==> src/sv/sact_pkg.sv <==
// Shared constants and types for the cache directory.
`timescale 1ns / 1ps
package sact_pkg;

  localparam int MAX_SET_BITS_DEF  = 6;
  localparam int MAX_WAYS_DEF      = 8;
  localparam int COUNTER_WIDTH_DEF = 48;

  localparam int MAX_OFFSET_BITS = 16;
  localparam int ADDR_W          = 64;
  localparam int BLK_W           = MAX_OFFSET_BITS + 1;
  localparam int OUT_CNT_W       = 48;
  localparam int DIRTY_W         = 26;
  localparam int WAY_OUT_W       = 3;

  localparam int SET_BITS_W    = 3;
  localparam int OFFSET_BITS_W = 5;
  localparam int WAYS_USED_W   = 4;
  localparam int CFG_IDX_W     = 2;
  localparam int CFG_DATA_W    = 8;

  localparam logic [SET_BITS_W-1:0]    SET_BITS_RST    = 3'd4;
  localparam logic [OFFSET_BITS_W-1:0] OFFSET_BITS_RST = 5'd4;
  localparam logic [WAYS_USED_W-1:0]   WAYS_USED_RST   = 4'd4;

  typedef enum logic [CFG_IDX_W-1:0] {
    CFG_SET_BITS    = 2'd0,
    CFG_OFFSET_BITS = 2'd1,
    CFG_WAYS_USED   = 2'd2
  } cfg_reg_t;

  typedef enum logic {
    CMD_LOAD  = 1'b0,
    CMD_STORE = 1'b1
  } cmd_t;

  // Events handed from the sequencer to the statistics counters.
  typedef struct packed {
    logic hit_inc;
    logic miss_inc;
    logic evict_inc;
    logic wb_dirty;
    logic dirty_add;
  } stat_ev_t;

endpackage

==> src/sv/sact_stats.sv <==
// Saturating hit, miss, eviction and byte counters of the cache directory.
`timescale 1ns / 1ps
module sact_stats #(
  parameter int COUNTER_WIDTH = sact_pkg::COUNTER_WIDTH_DEF
) (
  input  logic                          clk,
  input  logic                          rst_n,
  input  sact_pkg::stat_ev_t            ev,
  input  logic [sact_pkg::BLK_W-1:0]    blk,
  output logic [sact_pkg::OUT_CNT_W-1:0] hit_count,
  output logic [sact_pkg::OUT_CNT_W-1:0] miss_count,
  output logic [sact_pkg::OUT_CNT_W-1:0] eviction_count,
  output logic [sact_pkg::DIRTY_W-1:0]   dirty_byte_count,
  output logic [sact_pkg::OUT_CNT_W-1:0] evicted_byte_count
);
  import sact_pkg::*;

  localparam int SUM_W = ((COUNTER_WIDTH > BLK_W) ? COUNTER_WIDTH : BLK_W) + 1;
  localparam int XW    = (COUNTER_WIDTH > OUT_CNT_W) ? COUNTER_WIDTH : OUT_CNT_W;
  localparam logic [COUNTER_WIDTH-1:0] CNT_MAX = '1;
  localparam logic [DIRTY_W-1:0]       DIRTY_MAX = '1;

  logic [COUNTER_WIDTH-1:0] hits_r, hits_nxt;
  logic [COUNTER_WIDTH-1:0] misses_r, misses_nxt;
  logic [COUNTER_WIDTH-1:0] evicts_r, evicts_nxt;
  logic [COUNTER_WIDTH-1:0] wb_bytes_r, wb_bytes_nxt;
  logic [DIRTY_W-1:0]       dirty_r, dirty_nxt;
  logic [SUM_W-1:0]         wb_sum;
  logic [DIRTY_W:0]         dirty_sum;
  logic [DIRTY_W-1:0]       blk_d;
  logic [XW-1:0]            hits_x, misses_x, evicts_x, wb_x;

  assign blk_d     = DIRTY_W'(blk);
  assign wb_sum    = SUM_W'(wb_bytes_r) + SUM_W'(blk);
  assign dirty_sum = (DIRTY_W + 1)'(dirty_r) + (DIRTY_W + 1)'(blk);

  always_comb begin
    hits_nxt     = hits_r;
    misses_nxt   = misses_r;
    evicts_nxt   = evicts_r;
    wb_bytes_nxt = wb_bytes_r;
    dirty_nxt    = dirty_r;
    if (ev.hit_inc && hits_r != CNT_MAX) begin
      hits_nxt = hits_r + 1'b1;
    end
    if (ev.miss_inc && misses_r != CNT_MAX) begin
      misses_nxt = misses_r + 1'b1;
    end
    if (ev.evict_inc && evicts_r != CNT_MAX) begin
      evicts_nxt = evicts_r + 1'b1;
    end
    if (ev.wb_dirty) begin
      wb_bytes_nxt = (wb_sum > SUM_W'(CNT_MAX)) ? CNT_MAX : wb_sum[COUNTER_WIDTH-1:0];
      // drop the written-back line from the dirty total, floor at zero
      dirty_nxt = (dirty_r > blk_d) ? dirty_r - blk_d : '0;
    end else if (ev.dirty_add) begin
      dirty_nxt = dirty_sum[DIRTY_W] ? DIRTY_MAX : dirty_sum[DIRTY_W-1:0];
    end
  end

  always_ff @(posedge clk) begin
    if (!rst_n) begin
      hits_r     <= '0;
      misses_r   <= '0;
      evicts_r   <= '0;
      wb_bytes_r <= '0;
      dirty_r    <= '0;
    end else begin
      hits_r     <= hits_nxt;
      misses_r   <= misses_nxt;
      evicts_r   <= evicts_nxt;
      wb_bytes_r <= wb_bytes_nxt;
      dirty_r    <= dirty_nxt;
    end
  end

  assign hits_x   = XW'(hits_r);
  assign misses_x = XW'(misses_r);
  assign evicts_x = XW'(evicts_r);
  assign wb_x     = XW'(wb_bytes_r);

  assign hit_count          = hits_x[OUT_CNT_W-1:0];
  assign miss_count         = misses_x[OUT_CNT_W-1:0];
  assign eviction_count     = evicts_x[OUT_CNT_W-1:0];
  assign evicted_byte_count = wb_x[OUT_CNT_W-1:0];
  assign dirty_byte_count   = dirty_r;

endmodule

==> config.mk <==
export PLATFORM = sky130hd
export DESIGN_NAME = sact_stats
export DESIGN_NICKNAME = d
export VERILOG_FILES = /design/src/sv/sact_pkg.sv /design/src/sv/sact_stats.sv
export SDC_FILE = /design/constraint.sdc
export NUM_CORES = 1
export LEC_CHECK = 0
export BUFFER_PORTS_ARGS = -buffer_cell sky130_fd_sc_hd__buf_2
export CAP_MARGIN = 20
export CORE_MARGIN = 1.5
export CORE_UTILIZATION = 57
export DETAILED_ROUTE_END_ITERATION = 8
export PLACE_DENSITY = 0.8
export SETUP_SLACK_MARGIN = 0.5
export SYNTH_ARGS = -nofsm -noshare
export SYNTH_HDL_FRONTEND = slang
export SYNTH_SLANG_ARGS = --single-unit
==> constraint.sdc <==
create_clock -name clk -period 2.96 [get_ports clk]
set_input_delay 0.148 -clock clk [delete_from_list [all_inputs] [get_ports clk]]
set_output_delay 0.148 -clock clk [all_outputs]
set_load 0.05 [all_outputs]
==> impl_metrics.ini <==
[floorplan]
die_w_um = 153
fp.dieArea_sq_um = 23500
rows = 54
coreArea_sq_um = 22000
dieHeight_um = 153
initial_utilization_pct = 58.5
pin_count = 242

[logic_synthesis]
synth_top_family_by_area = simple AND/OR/NAND/NOR gates
synth_fa_ha_area_share_pct = 5.71
netlist_area_sq_um = 12900
netlist_instances = 1573
synth_nets = 1654
ys_types = 85
synthFlopType = dfxtp_1
yosysWarnings = 0
synth.avg_cell_area_sq_um = 8.19
ys_ff_latch = 218
ys_async_sr_fraction_pct = 0
synth_edf_count = 0
ys_seq_area_share_pct = 33.9
synth_compound_area_share_pct = 18.5
synth_xor_area_share_pct = 11.3
synth_mux_area_share_pct = 0.0777
synth_simple_gate_area_share_pct = 26.1

[critical_path]
worstSetupEndpointType = flip-flop
crit_family = compound AO/OA/AOI/OAI gates
worst-path-stages = 14
cp_num_buf_inv = 4
crit_arrival_ns = 3.05
worstPathRequired_ns = 3.36
critPathKind = reg2reg
crit_chain = inv_2 > ha_4 > inv_2 > fa_2 > a21oi_4 > o21ai_4 > a221oi_4 > buf_4 > nor3_4 > o211ai_4 > buf_6 > nor3_2 > a31oi_1 > a22oi_1
cp_common_cell = inv_2
slowest_stage = fa_2
critPathMaxFanout = 4
worst_path_largest_cell_delay_ns = 0.38
startpoint_type = flip-flop
reg2regPathDepth = 14
r2r_start = dirty_byte_count[0]$_SDFFE_PN0P_
critPathLaunch = dirty_byte_count[0]$_SDFFE_PN0P_

[global_routing]
overflow = 0
grt_max_degree = 49
grtUsageTotal_pct = 30.7
first_global_vias = 12300
grt_antenna_before_repair = 0
grt_pass1_wl_mm = 60.7

[cts]
cts_buffers = 25
htree_levels = 1
ctsHoldBuffers = 0
clkLatencyLatePin_ns = 0.52
clock_sinks = 218
cts_tree = built
path_clk_slew_ns = 0.06
clockBufferDepth = 3
root_buffer = clkbuf_16

[layout]
drive_above_1_share_pct = 32.5
antenna_cells = 0
synthToLayoutAreaGrowth_pct = 27.7
fin_nets = 1924
post-route-util_pct = 74.7

[sta]
rsz0062_at_grt = yes
hold_viol = 0
period_share_pct = 89.5
min_period_ns = 2.65
clock_skew_ns = 0.0148
tns_ns = 0
finalSetupViolations = 0
tightest_slew_ns = 0.644
fmax_mhz = 377
slew_violations = 0
max_slew_margin_pct = 57.0

[route]
drt_wl_total_mm = 38.5
postRouteAntennaNets = 0
drtPass1Iterations = 6
via_per_inst = 6.11
vias = 13100
drt_iter0_drc = 1091
post_drt_wl_per_cell_um = 18.0
drt_drc_violations_left = 0

[hold_path]
whs_path_depth = 3
hp-class = in2reg
min_from = ev[0]

[pwr]
p_leak_nw = 6.86
peakVddDrop_mv = 0.465
pwr_density_cell_nw_per_um2 = 652
power_mw = 10.7

[placed_design]
dpl.hpwl_mm = 26.2
gp_congestion = 0.933
io_buffers = 241

[outcome]
status = finished, final reports clean

[job]
cap_violations = 0
==> power breakdown <==
group	leakage, nW	switching (mW)	internal (mW)
registers	1.81	0.278	3.15
clock network	0.409	1.22	1.91
logic	4.64	2.55	1.61
total	6.86	4.05	6.67
==> cells by family after synthesis <==
kind of cell,Yosys count
buf+inv,142
flops,218
xor+xnor,166
compound gates,349
mux,1
fa+ha+maj,57
simple gates,640
==> cells in the final DEF, fill, tap and decap left out, types with 22 or more instances in the layout <==
master,n
a21oi_1,76
a31oi_1,24
and2_1,26
and3_1,34
and4_1,26
buf_2,242
buf_4,61
clkbuf_16,28
dfxtp_1,127
dfxtp_2,75
ha_1,35
inv_1,65
nand2_1,97
nand3_1,76
nand4_1,48
nor2_1,169
nor3_1,32
o21ai_0,68
or3_1,22
xnor2_1,80
xor2_1,86
==> sequential cells by signal, summed over array words and instances, names as in the netlist <==
signal and cells:
hit_count 48, dirty_byte_count 26, evicted_byte_count 48, miss_count 48
eviction_count 48
==> cells in the mapped netlist, types with 18 or more instances <==
cell type | n | area share (%)
a21o_1 | 21 | 1.2
and3_1 | 40 | 1.9
xnor2_1 | 80 | 5.4
dfxtp_1 | 218 | 34
o21ai_0 | 76 | 3.0
clkbuf_1 | 47 | 1.4
or3_1 | 24 | 1.2
xor2_1 | 86 | 5.8
a31oi_1 | 27 | 1.3
nand4_1 | 48 | 2.3
a21oi_1 | 86 | 3.3
nor3_1 | 40 | 1.6
and4_1 | 28 | 1.9
inv_1 | 70 | 2.0
ha_1 | 54 | 5.2
nand2_1 | 102 | 3.0
buf_2 | 18 | 0.70
and2_1 | 28 | 1.4
a211oi_1 | 18 | 1.0
nor2_1 | 174 | 5.1
nand3_1 | 77 | 3.0
==> worst reg2reg max path: cells and delay by family, from the launching register on <==
kind                       cells  cell delay, ns
AOI/OAI and AO/OA              6            1.14
adders and majority gates      2            0.51
buffers and inverters          4            0.43
DFF                            1            0.36
and+or+nand+nor                2            0.08
==> per-layer routing <==
metal | GRT usage, % | share of wire, % | vias up
li1 | - | - | 6192
met1 | 38.7 | 42 | 6204
met2 | 52.6 | 47 | 539
met3 | 5.16 | 7.0 | 115
met4 | 11.4 | 3.3 | 0
met5 | 0 | 0 | -
==> layout make-up <==
class                      instances  area, sq um
multi-input combinational       1213         8660
fill                            1662         5580
sequential                       218         4520
timing repair buffer             315         1820
clock buffer                      33          739
tap                              280          350
inverter                          70          265
clock inverter                     6         86.3
==> final timing paths <==
path | slack, ns | end
setup / recovery | 0.31 | dirty_byte_count[24]$_SDFFE_PN0P_
hold / removal | 0.09 | dirty_byte_count[17]$_SDFFE_PN0P_
setup reg to reg | 0.31 | dirty_byte_count[24]$_SDFFE_PN0P_
hold reg to reg | 0.48 | evicted_byte_count[32]$_SDFFE_PN0P_
==> repair_timing <==
item	CTS	global route
setup buffers	24	22
pin swaps	40	49
cloned	1	0
resized for setup	73	69
setup endpoints to repair	65	131
==> stage by stage <==
stage | area [sq um] | hold slack, ns | std cells | setup WS, ns
after floorplan | 13200 | 0.336 | 1573 | 0.412
after global placement | 14600 | 0.447 | 2049 | 0.218
after detailed placement | 14600 | 0.454 | 2049 | 0.185
after CTS | 16000 | 0.0284 | 2113 | 0.336
after global routing | 16400 | 0.112 | 2135 | 0.199
final | 16400 | 0.0920 | 2135 | 0.311
(Power assumes the default switching activity.)
